===== src/hdl/crle_pkg.sv =====
// ----------------------------------------------------------------------------
// crle_pkg
// Shared types and constants of the circular list ring engine: operation
// codes, result status codes, sequencer states and the default capacity.
// ----------------------------------------------------------------------------
package crle_pkg;

	// default number of element slots in the ring
	localparam int CAPACITY_DEF = 64;

	// width of one stored element
	localparam int ELEM_W = 32;

	// operation codes carried by func; the two highest codes are no-ops
	typedef enum logic [2:0] {
		FN_INSERT = 3'd0,
		FN_DELETE = 3'd1,
		FN_ROTATE = 3'd2,
		FN_COUNT  = 3'd3,
		FN_READ   = 3'd4,
		FN_CLEAR  = 3'd5
	} func_t;

	// result status codes
	typedef enum logic [1:0] {
		ST_OK    = 2'd0,
		ST_EMPTY = 2'd1,
		ST_FULL  = 2'd2
	} status_t;

	// sequencer states
	typedef enum logic [2:0] {
		S_IDLE,
		S_SCAN,
		S_DRAIN,
		S_RDATA,
		S_FIN
	} seq_state_t;

endpackage


===== src/hdl/crle_ram.sv =====
// ----------------------------------------------------------------------------
// crle_ram
// Generic single-write, single-read RAM with registered read data.
// ----------------------------------------------------------------------------
module crle_ram #(
	parameter int WIDTH = 32,
	parameter int DEPTH = 64,
	localparam int AW = $clog2(DEPTH)
) (
	input  logic             clk,
	input  logic             we,
	input  logic [AW-1:0]    waddr,
	input  logic [WIDTH-1:0] wdata,
	input  logic [AW-1:0]    raddr,
	output logic [WIDTH-1:0] rdata
);

	logic [WIDTH-1:0] mem_q [DEPTH];
	logic [WIDTH-1:0] rdata_q;

	// write port and registered read port
	always_ff @(posedge clk) begin
		if (we) begin
			mem_q[waddr] <= wdata;
		end
		rdata_q <= mem_q[raddr];
	end

	assign rdata = rdata_q;

endmodule


===== src/hdl/circular_list_ring_engine.sv =====
// ----------------------------------------------------------------------------
// circular_list_ring_engine
// Bounded circular list kept as a ring in one RAM, with a window on one
// element: insert, delete, rotate, count matches, read window and clear.
// ----------------------------------------------------------------------------
// One request is taken at a time. req_stall is high while it is worked on.
// The result then sits in an output register, so the next request can be
// taken while the result waits. Insert, delete, clear and the unused codes
// go straight from acceptance to the finish state. Read and rotate on a
// non-empty list pass through the read-data state for the registered read
// of the element RAM. Count on a non-empty list scans the stored elements,
// then drains the last registered read before it finishes. The scan walks
// one element per cycle, as the single RAM read port allows. While an earlier
// result is still held in the output register, the finished item waits in
// the finish state until that register is free. The RAM needs no clearing
// after reset; only live slots are ever read.
module circular_list_ring_engine #(
	parameter int CAPACITY = crle_pkg::CAPACITY_DEF,
	localparam int CW = $clog2(CAPACITY + 1)
) (
	input  logic                       clk,
	input  logic                       arst_n,
	// request channel
	input  logic                       req_valid,
	output logic                       req_stall,
	input  logic [2:0]                 func,
	input  logic signed [crle_pkg::ELEM_W-1:0] value,
	// response channel
	output logic                       rsp_valid,
	input  logic                       rsp_stall,
	output logic signed [crle_pkg::ELEM_W-1:0] window_value,
	output logic [CW-1:0]              match_count,
	output logic [CW-1:0]              list_size,
	output logic [1:0]                 status
);

	import crle_pkg::*;

	localparam int AW = $clog2(CAPACITY);
	localparam logic [AW-1:0] LAST_SLOT = AW'(CAPACITY - 1);
	localparam logic [CW-1:0] FULL_CNT = CW'(CAPACITY);
	localparam logic [CW:0] CAP_X = (CW + 1)'(CAPACITY);

	seq_state_t state_q, state_d;

	logic [AW-1:0] wp_q;
	logic [CW-1:0] count_q;
	logic [AW-1:0] ptr_q;
	logic [CW-1:0] idx_q;
	logic          pend_q;
	logic          rsp_valid_q;

	func_t                func_q;
	logic [ELEM_W-1:0]    value_q;
	status_t              stat_q;
	logic [ELEM_W-1:0]    wval_q;
	logic [CW-1:0]        matches_q;

	logic [ELEM_W-1:0]    window_value_q;
	logic [CW-1:0]        match_count_q;
	logic [CW-1:0]        list_size_q;
	status_t              status_q;

	logic                 ram_we;
	logic [AW-1:0]        ram_waddr;
	logic [ELEM_W-1:0]    ram_wdata;
	logic [AW-1:0]        ram_raddr;
	logic [ELEM_W-1:0]    ram_rdata;

	func_t         fn;
	logic          accept;
	logic          full;
	logic          empty;
	logic          rsp_free;
	logic [AW-1:0] wp_dec;
	logic [AW-1:0] wp_inc;
	logic [AW-1:0] ptr_inc;
	logic [CW:0]   tail_sum;
	logic [AW-1:0] tail;
	logic [CW-1:0] last_idx;

	// decode and ring address arithmetic
	assign fn       = func_t'(func);
	assign accept   = (state_q == S_IDLE) && req_valid;
	assign full     = (count_q == FULL_CNT);
	assign empty    = (count_q == '0);
	assign rsp_free = !rsp_valid_q || !rsp_stall;
	assign wp_dec   = (wp_q == '0) ? LAST_SLOT : wp_q - 1'b1;
	assign wp_inc   = (wp_q == LAST_SLOT) ? '0 : wp_q + 1'b1;
	assign ptr_inc  = (ptr_q == LAST_SLOT) ? '0 : ptr_q + 1'b1;
	assign tail_sum = {1'b0, CW'(wp_q)} + {1'b0, count_q};
	assign tail     = (tail_sum >= CAP_X) ? AW'(tail_sum - CAP_X) : AW'(tail_sum);
	assign last_idx = count_q - 1'b1;

	// element store
	crle_ram #(
		.WIDTH(ELEM_W),
		.DEPTH(CAPACITY)
	) u_ram (
		.clk  (clk),
		.we   (ram_we),
		.waddr(ram_waddr),
		.wdata(ram_wdata),
		.raddr(ram_raddr),
		.rdata(ram_rdata)
	);

	// sequencer state register
	always_ff @(posedge clk or negedge arst_n) begin
		if (!arst_n) begin
			state_q <= S_IDLE;
		end else begin
			state_q <= state_d;
		end
	end

	// next state and RAM port control
	always_comb begin
		state_d   = state_q;
		ram_we    = 1'b0;
		ram_waddr = wp_dec;
		ram_wdata = value;
		ram_raddr = wp_q;
		unique case (state_q)
			S_IDLE: begin
				if (req_valid) begin
					unique case (fn)
						FN_INSERT: begin
							ram_we  = !full;
							state_d = S_FIN;
						end
						FN_ROTATE, FN_READ: begin
							state_d = empty ? S_FIN : S_RDATA;
						end
						FN_COUNT: begin
							state_d = empty ? S_FIN : S_SCAN;
						end
						default: begin
							state_d = S_FIN;
						end
					endcase
				end
			end
			S_SCAN: begin
				ram_raddr = ptr_q;
				if (idx_q == last_idx) begin
					state_d = S_DRAIN;
				end
			end
			S_DRAIN: begin
				state_d = S_FIN;
			end
			S_RDATA: begin
				// rotate copies the old window element behind the last one
				if (func_q == FN_ROTATE) begin
					ram_we    = 1'b1;
					ram_waddr = tail;
					ram_wdata = ram_rdata;
				end
				state_d = S_FIN;
			end
			S_FIN: begin
				if (rsp_free) begin
					state_d = S_IDLE;
				end
			end
			default: begin
				state_d = S_IDLE;
			end
		endcase
	end

	// list state, scan pointer and response valid
	always_ff @(posedge clk or negedge arst_n) begin
		if (!arst_n) begin
			wp_q        <= '0;
			count_q     <= '0;
			ptr_q       <= '0;
			idx_q       <= '0;
			pend_q      <= 1'b0;
			rsp_valid_q <= 1'b0;
		end else begin
			pend_q <= (state_q == S_SCAN);
			if (accept) begin
				unique case (fn)
					FN_INSERT: begin
						if (!full) begin
							wp_q    <= wp_dec;
							count_q <= count_q + 1'b1;
						end
					end
					FN_DELETE: begin
						if (!empty) begin
							count_q <= last_idx;
							wp_q    <= (last_idx == '0) ? '0 : wp_inc;
						end
					end
					FN_COUNT: begin
						ptr_q <= wp_q;
						idx_q <= '0;
					end
					FN_CLEAR: begin
						count_q <= '0;
						wp_q    <= '0;
					end
					default: begin
					end
				endcase
			end
			// advance the scan one slot per cycle
			if (state_q == S_SCAN) begin
				ptr_q <= ptr_inc;
				idx_q <= idx_q + 1'b1;
			end
			// advance the window after a rotate
			if (state_q == S_RDATA && func_q == FN_ROTATE) begin
				wp_q <= wp_inc;
			end
			// hold the result until taken
			if (state_q == S_FIN && rsp_free) begin
				rsp_valid_q <= 1'b1;
			end else if (!rsp_stall) begin
				rsp_valid_q <= 1'b0;
			end
		end
	end

	// item payload, match counter and result registers
	always_ff @(posedge clk) begin
		if (accept) begin
			func_q    <= fn;
			value_q   <= value;
			wval_q    <= '0;
			matches_q <= '0;
			stat_q    <= ST_OK;
			unique case (fn)
				FN_INSERT: begin
					if (full) begin
						stat_q <= ST_FULL;
					end
				end
				FN_DELETE, FN_ROTATE, FN_COUNT, FN_READ: begin
					if (empty) begin
						stat_q <= ST_EMPTY;
					end
				end
				default: begin
				end
			endcase
		end
		// compare one element a cycle against the requested value
		if (pend_q && ram_rdata == value_q) begin
			matches_q <= matches_q + 1'b1;
		end
		if (state_q == S_RDATA && func_q == FN_READ) begin
			wval_q <= ram_rdata;
		end
		if (state_q == S_FIN && rsp_free) begin
			window_value_q <= wval_q;
			match_count_q  <= matches_q;
			list_size_q    <= count_q;
			status_q       <= stat_q;
		end
	end

	assign req_stall    = (state_q != S_IDLE);
	assign rsp_valid    = rsp_valid_q;
	assign window_value = window_value_q;
	assign match_count  = match_count_q;
	assign list_size    = list_size_q;
	assign status       = status_q;

endmodule


===== config.mk =====
export PLATFORM = sky130hd
export DESIGN_NAME = circular_list_ring_engine
export DESIGN_NICKNAME = d
export VERILOG_FILES = /design/src/hdl/crle_pkg.sv /design/src/hdl/crle_ram.sv /design/src/hdl/circular_list_ring_engine.sv
export SDC_FILE = /design/constraint.sdc
export NUM_CORES = 2
export LEC_CHECK = 0
export BUFFER_PORTS_ARGS = -buffer_cell sky130_fd_sc_hd__buf_2
export CORE_MARGIN = 5
export CORE_UTILIZATION = 40
export CTS_BUF_LIST = sky130_fd_sc_hd__clkbuf_8 sky130_fd_sc_hd__clkbuf_16
export DETAILED_ROUTE_END_ITERATION = 10
export PLACE_DENSITY_LB_ADDON = 0.1
export SLEW_MARGIN = 20
export SYNTH_ARGS = -nofsm -noshare
export SYNTH_HDL_FRONTEND = slang
export SYNTH_SLANG_ARGS = --single-unit

===== constraint.sdc =====
create_clock -name clk -period 7.9 [get_ports clk]
set_input_delay 1.975 -clock clk [delete_from_list [all_inputs] [get_ports clk]]
set_output_delay 1.975 -clock clk [all_outputs]
set_load 0.005 [all_outputs]

Word-level counts from Yosys, hierarchy flattened
Memory sizes are Yosys's and may differ from the RTL's. A register that Yosys moved wholly into a read port is not among the register bits.
Cells that the tools add are included.

operators by class
  add/sub/neg operators = 9
  magnitude comparators = 1
  equal/unequal tests = 24
  muxes and demuxes = 46
  reductions and logical operators = 29

operator list
  cell                                                                   number
  32-bit two-way mux                                                     4
  6-bit two-way mux                                                      15
  7-bit two-way mux                                                      7
  32-bit equality test                                                   1
  7-bit by 1-bit adder with 7-bit output, second input constant          3
  7-bit one-hot mux with 3 select lines                                  1
  6-bit one-hot mux with 3 select lines                                  1
  3-bit by 2-bit equality test with 1-bit output, second input constant  5
  3-bit two-way mux                                                      5
  7-bit zero test                                                        2
  6-bit by 1-bit adder with 6-bit output, second input constant          2
  3-bit equality test, second input constant                             4
  6-bit equality test, second input constant                             2
  3-bit one-hot mux with 4 select lines                                  1
  6-bit by 1-bit subtractor with 6-bit output, second input constant     2
  2-bit != test, second input constant                                   5
  2-bit nonzero test                                                     5
  6-bit by 7-bit adder with 8-bit output                                 1
  8-bit by 7-bit >= comparator with 1-bit output, second input constant  1
  1-bit two-way mux                                                      8
  4-bit AND reduction                                                    2
  7-bit equality test                                                    1
  7-bit equality test, second input constant                             1
  7-bit by 1-bit subtractor with 7-bit output, second input constant     1
  other kinds (18)                                                       29

storage, ports and cells
  register bits after elaboration = 155
  bits in writable memories = 2048
  output and inout bits = 50
  logic and storage cells = 126
  memories = 1

memories
  name         depth  bits a word  read ports  clocked after Yosys merged registers in  wr ports  line            source
  u_ram.mem_q  64     32           1           1                                        1         crle_ram.sv:18  logic [WIDTH-1:0] mem_q [DEPTH];

Depth between registers and ports, before layout
  depth in word-level cells = 7
  mapped depth = 10
  gate-level depth less buffers = 8

Hierarchy
From an unflattened synthesis, not the netlist that was laid out.

second synthesis, totals
  cell total of the unflattened synthesis = 3916
  area total of the unflattened synthesis = 85975.0 um^2

by module, submodules not included
  module                     instances  cells each  area an instance (um^2)  sequential area each (um^2)
  crle_ram                   1          3324        78515.3                  62139.6
  circular_list_ring_engine  1          592         7459.7                   4499.3

Worst setup path before layout
OpenSTA, ideal clock, no wires.

  path type = input -> register
  start = input port req_valid
  end = memory u_ram.mem_q[55][0] (enable)
  setup time = 421 ps
  arrival = 5088 ps
  data required time = 7479 ps
  slack = 2391 ps
  cell stages on the path = 6
  path buffers = 0
  cells stage by stage = nand2_1 -> inv_1 -> nand3_1 -> o21ai_0 -> nand2_1 -> nor2_1

between the ends
  longest elaborated chain between the ends = 4

ends and longest elaborated chain
  what                                     line                              source
  start: declaration                       circular_list_ring_engine.sv:24   input logic req_valid,
  1-bit two-way mux                        circular_list_ring_engine.sv:126  if (req_valid) begin
  1-bit one-hot mux with 2 select lines    circular_list_ring_engine.sv:124  unique case (state_q)
  1-bit two-way mux                        crle_ram.sv:23                    if (we) begin
  1-bit two-way mux (implied by the code)  crle_ram.sv:24                    mem_q[waddr] <= wdata;
  end: declaration                         crle_ram.sv:18

Every way passes these cells.

Final worst setup path
  start = register state_q[1]
  end = register u_ram.rdata_q[12] (netlist: u_ram.rdata[12]), read port of u_ram.mem_q

between the ends
  longest elaborated chain between the ends = 2

ends and longest elaborated chain
  what                                            line                              source
  start: declaration                              circular_list_ring_engine.sv:44   seq_state_t state_q, state_d;
  start signal: assignment                        circular_list_ring_engine.sv:113  state_q <= state_d;
  3-bit by 1-bit equality test with 1-bit output  circular_list_ring_engine.sv:124
  6-bit two-way mux                               circular_list_ring_engine.sv:124
  end: declaration                                crle_ram.sv:19                    logic [WIDTH-1:0] rdata_q;

Every way passes these cells.
A chain may end at the register's enable or synchronous reset.

==> flow_summary.ini <==
[critical_path]
reg2reg_depth = 10
regToRegStartpoint = state_q[1]
worstSetupPathType = reg -> reg
start_kind = flip-flop
cp.required_ns = 8.58
arrival_ns = 5.59
cp_max_fo = 91
r2r-end = u_ram.rdata[12]
critical_path.top_delay_family = buffers and inverters
r2r_slack_ns = 2.99
critPathMaxStageDelay_ns = 0.93
cp_slowest_cell = o41ai_1
end_kind = flip-flop
path_cells = or3b_1 -> buf_4 -> mux2i_4 -> buf_4 -> buf_12 -> buf_12 -> mux2i_1 -> o22ai_1 -> o41ai_1 -> nand4_1
critPathBufInv = 4

[synth]
synth_area_um2 = 85940
syn_inst = 4774
synth.avg_cell_area_um2 = 18.00
ys_top_cells_by_area = edfxtp_1 (76%), mux2i_1 (12%), o22ai_1 (3.8%), o41ai_1 (1.3%), buf_2 (1.0%)
synthFlopType = edfxtp_1
synth_edf_count = 2172
synth_nets = 4828
ys_seq_area_share_pct = 77.54
async_flop_share_pct = 1.387
synth_top_cell_area_share_pct = 75.89
synth_warnings = 0
yosysTopAreaCell = edfxtp_1
ys_seq_elements = 2235
synth_cell_types = 61

[grt]
grt_max_degree = 121
track_usage_pct = 21.30
grt_pass1_wl_mm = 340.6
antenna_found_initial = 19
grt_pass1_vias = 43958
gr-total-overflow = 0

[clock_network]
cts-root-buf = clkbuf_16
clockBufferDepth = 3
clk_latency_ns = 0.85
cts-hold-fix-buffers = 0
cts.sinks = 2235
clk_pin_slew_worst_paths_ns = 0.06
cts_max_level = 4
numCtsBuffers = 231
cts_tree = done
cts_resized = 0
post-cts-setup-buffers = 0

[finish]
final_util_pct = 46.28
area_growth_syn_to_layout_pct = 15.33
regArea_um2 = 66640
final_nets = 5058
final_common_cell = edfxtp_1
multi_input_area_um2 = 19090
num-fill-cells = 18067
drive_gt1_share_pct = 14.42
layout_common_cells = edfxtp_1 (2172), mux2i_1 (1032), o22ai_1 (516), clkbuf_16 (234), buf_4 (135)

[floorplan]
pin_count = 89
die_width_um = 473.5
die_y_um = 473.5
core.rowCount = 170
fp.dieArea_um2 = 224200
initial_core_util_pct = 40.12
core_area_um2 = 214200

[timing]
fin_skew_ns = 0.04365
tns_ns = 0
worstMarginPinSlew_ns = 1.147
layout_setup_ws_ns = 2.994
holdWs_ns = 0.4153
period_minus_slack_ns = 4.906
period_share_pct = 62.10
final-setup-viol-count = 0
fmax_mhz = 203.8
drv_slew = 0
rsz0062_at_grt = no
slew_headroom_pct = 22.56
hold_violations = 0

[route]
vias = 44598
final_antenna_net_count = 0
wl_mm = 243.5
dr.first_iter.drc_count = 4258
via_per_inst = 5.539
first_pass_iters = 5
post_drt_wl_per_cell_um = 30.24
drc = 0

[run]
drv_cap = 0

[placement]
port_buffers = 88
gp_congestion = 0.8005
hpwl_mm = 150.8
pre_cts_ws_ns = 2.270

[min_path]
worstHoldStart = wval_q[16]
hp-class = reg -> reg
min_path_cells = 0
hold_end = window_value[16]

[power_and_ir_drop]
power_mw = 35.12
p_leak_nw = 35.25
peakVddDrop_v = 0.0003472
cellPowerDensity_nw_per_um2 = 354.3

[status]
status = complete, no violations
[worst max-delay path by stage]
stage	startpoint	endpoint	cells past startpoint
2_1_floorplan	req_valid	u_ram.mem_q[55][0]	6
3_3_place_gp	func[1]	u_ram.mem_q[39][16]	7
3_5_place_dp	func[1]	u_ram.mem_q[38][16]	7
4_1_cts	state_q[1]	u_ram.rdata[12]	10
5_1_grt	state_q[1]	u_ram.rdata[12]	10
6_report	state_q[1]	u_ram.rdata[12]	10
[metrics by stage]
stage / cells / cell area [µm²]
after global routing: 8046 / 99110
final: 8052 / 99120
after CTS: 8034 / 98850
after global placement: 7572 / 90920
after detailed placement: 7598 / 91450
after floorplan: 4774 / 85940
[worst reg2reg max path, delay by kind of cell (launching register included)]
family / cells / cell delay (ns)
mux: 2 / 0.82
simple gates: 2 / 0.57
flops: 1 / 0.43
compound gates: 2 / 1.14
buf+inv: 4 / 1.78
[cell type report]
cell class | instances | area share [%]
antenna | 7 | 0.01767
tap | 2838 | 3.582
inverter | 17 | 0.06438
sequential | 2235 | 67.23
clock buffer | 251 | 6.144
timing repair buffer | 271 | 2.383
multi-input combinational | 2248 | 19.26
clock inverter | 185 | 1.320
[kinds of logic (layout without fill, tap and decap cells)]
family                   Yosys count  in the layout  synth area share (%)
AO/OA/AOI/OAI                    753            753                 5.904
multiplexers                    1037           1037                 12.09
buffers and inverters            291            724                 1.552
other                              0              7                     0
adder cells (fa/ha/maj)           15             15                0.2271
flip-flops                      2235           2235                 77.54
XOR/XNOR                          58             58                0.5911
AND/OR/NAND/NOR                  385            385                 2.099
[power breakdown]
part           switching (mW)  total, mW  internal (mW)
Combinational            6.82       10.5           3.70
Clock                    4.56       10.5           5.97
Sequential              0.577       14.1           13.5
[per-layer routing]
| layer | vias up | routed length (µm) | global-route usage [%] |
|---|---|---|---|
| li1 | 19849 | - | - |
| met1 | 23109 | 106100 | 29.24 |
| met2 | 1284 | 114400 | 34.22 |
| met3 | 346 | 15890 | 4.795 |
| met4 | 10 | 7014 | 6.073 |
| met5 | - | 65 | 0 |
[cells in the mapped netlist, types with 3 or more instances]
cell / n
mux2_2: 3
nor2b_1: 3
buf_4: 7
nand2b_1: 9
or2_2: 4
mux2i_1: 1033
nor2_1: 96
o21ai_0: 31
o22ai_1: 516
nand4_1: 38
a21o_1: 4
nor3_1: 7
dfxtp_1: 32
edfxtp_1: 2172
nor3b_1: 5
a211oi_1: 5
xor2_1: 42
a21oi_1: 16
o211ai_1: 11
inv_1: 16
and3_1: 6
dfrtp_1: 31
o41ai_1: 128
a31oi_1: 5
and2_1: 34
a31o_2: 3
xnor2_1: 16
o21a_1: 3
ha_1: 14
buf_1: 5
nand2_1: 143
a22o_1: 5
clkbuf_1: 90
nor4_1: 11
nand3_1: 18
a221o_1: 3
o31ai_1: 6
buf_2: 172
[state kept, by name, summed over array words and instances, names as in the netlist, 32 cells and up]
signal        count
u_ram.mem_q    2048
window_value     32
value_q          32
u_ram.rdata      32
wval_q           32
Note: power is estimated with default switching activity, not from simulation.
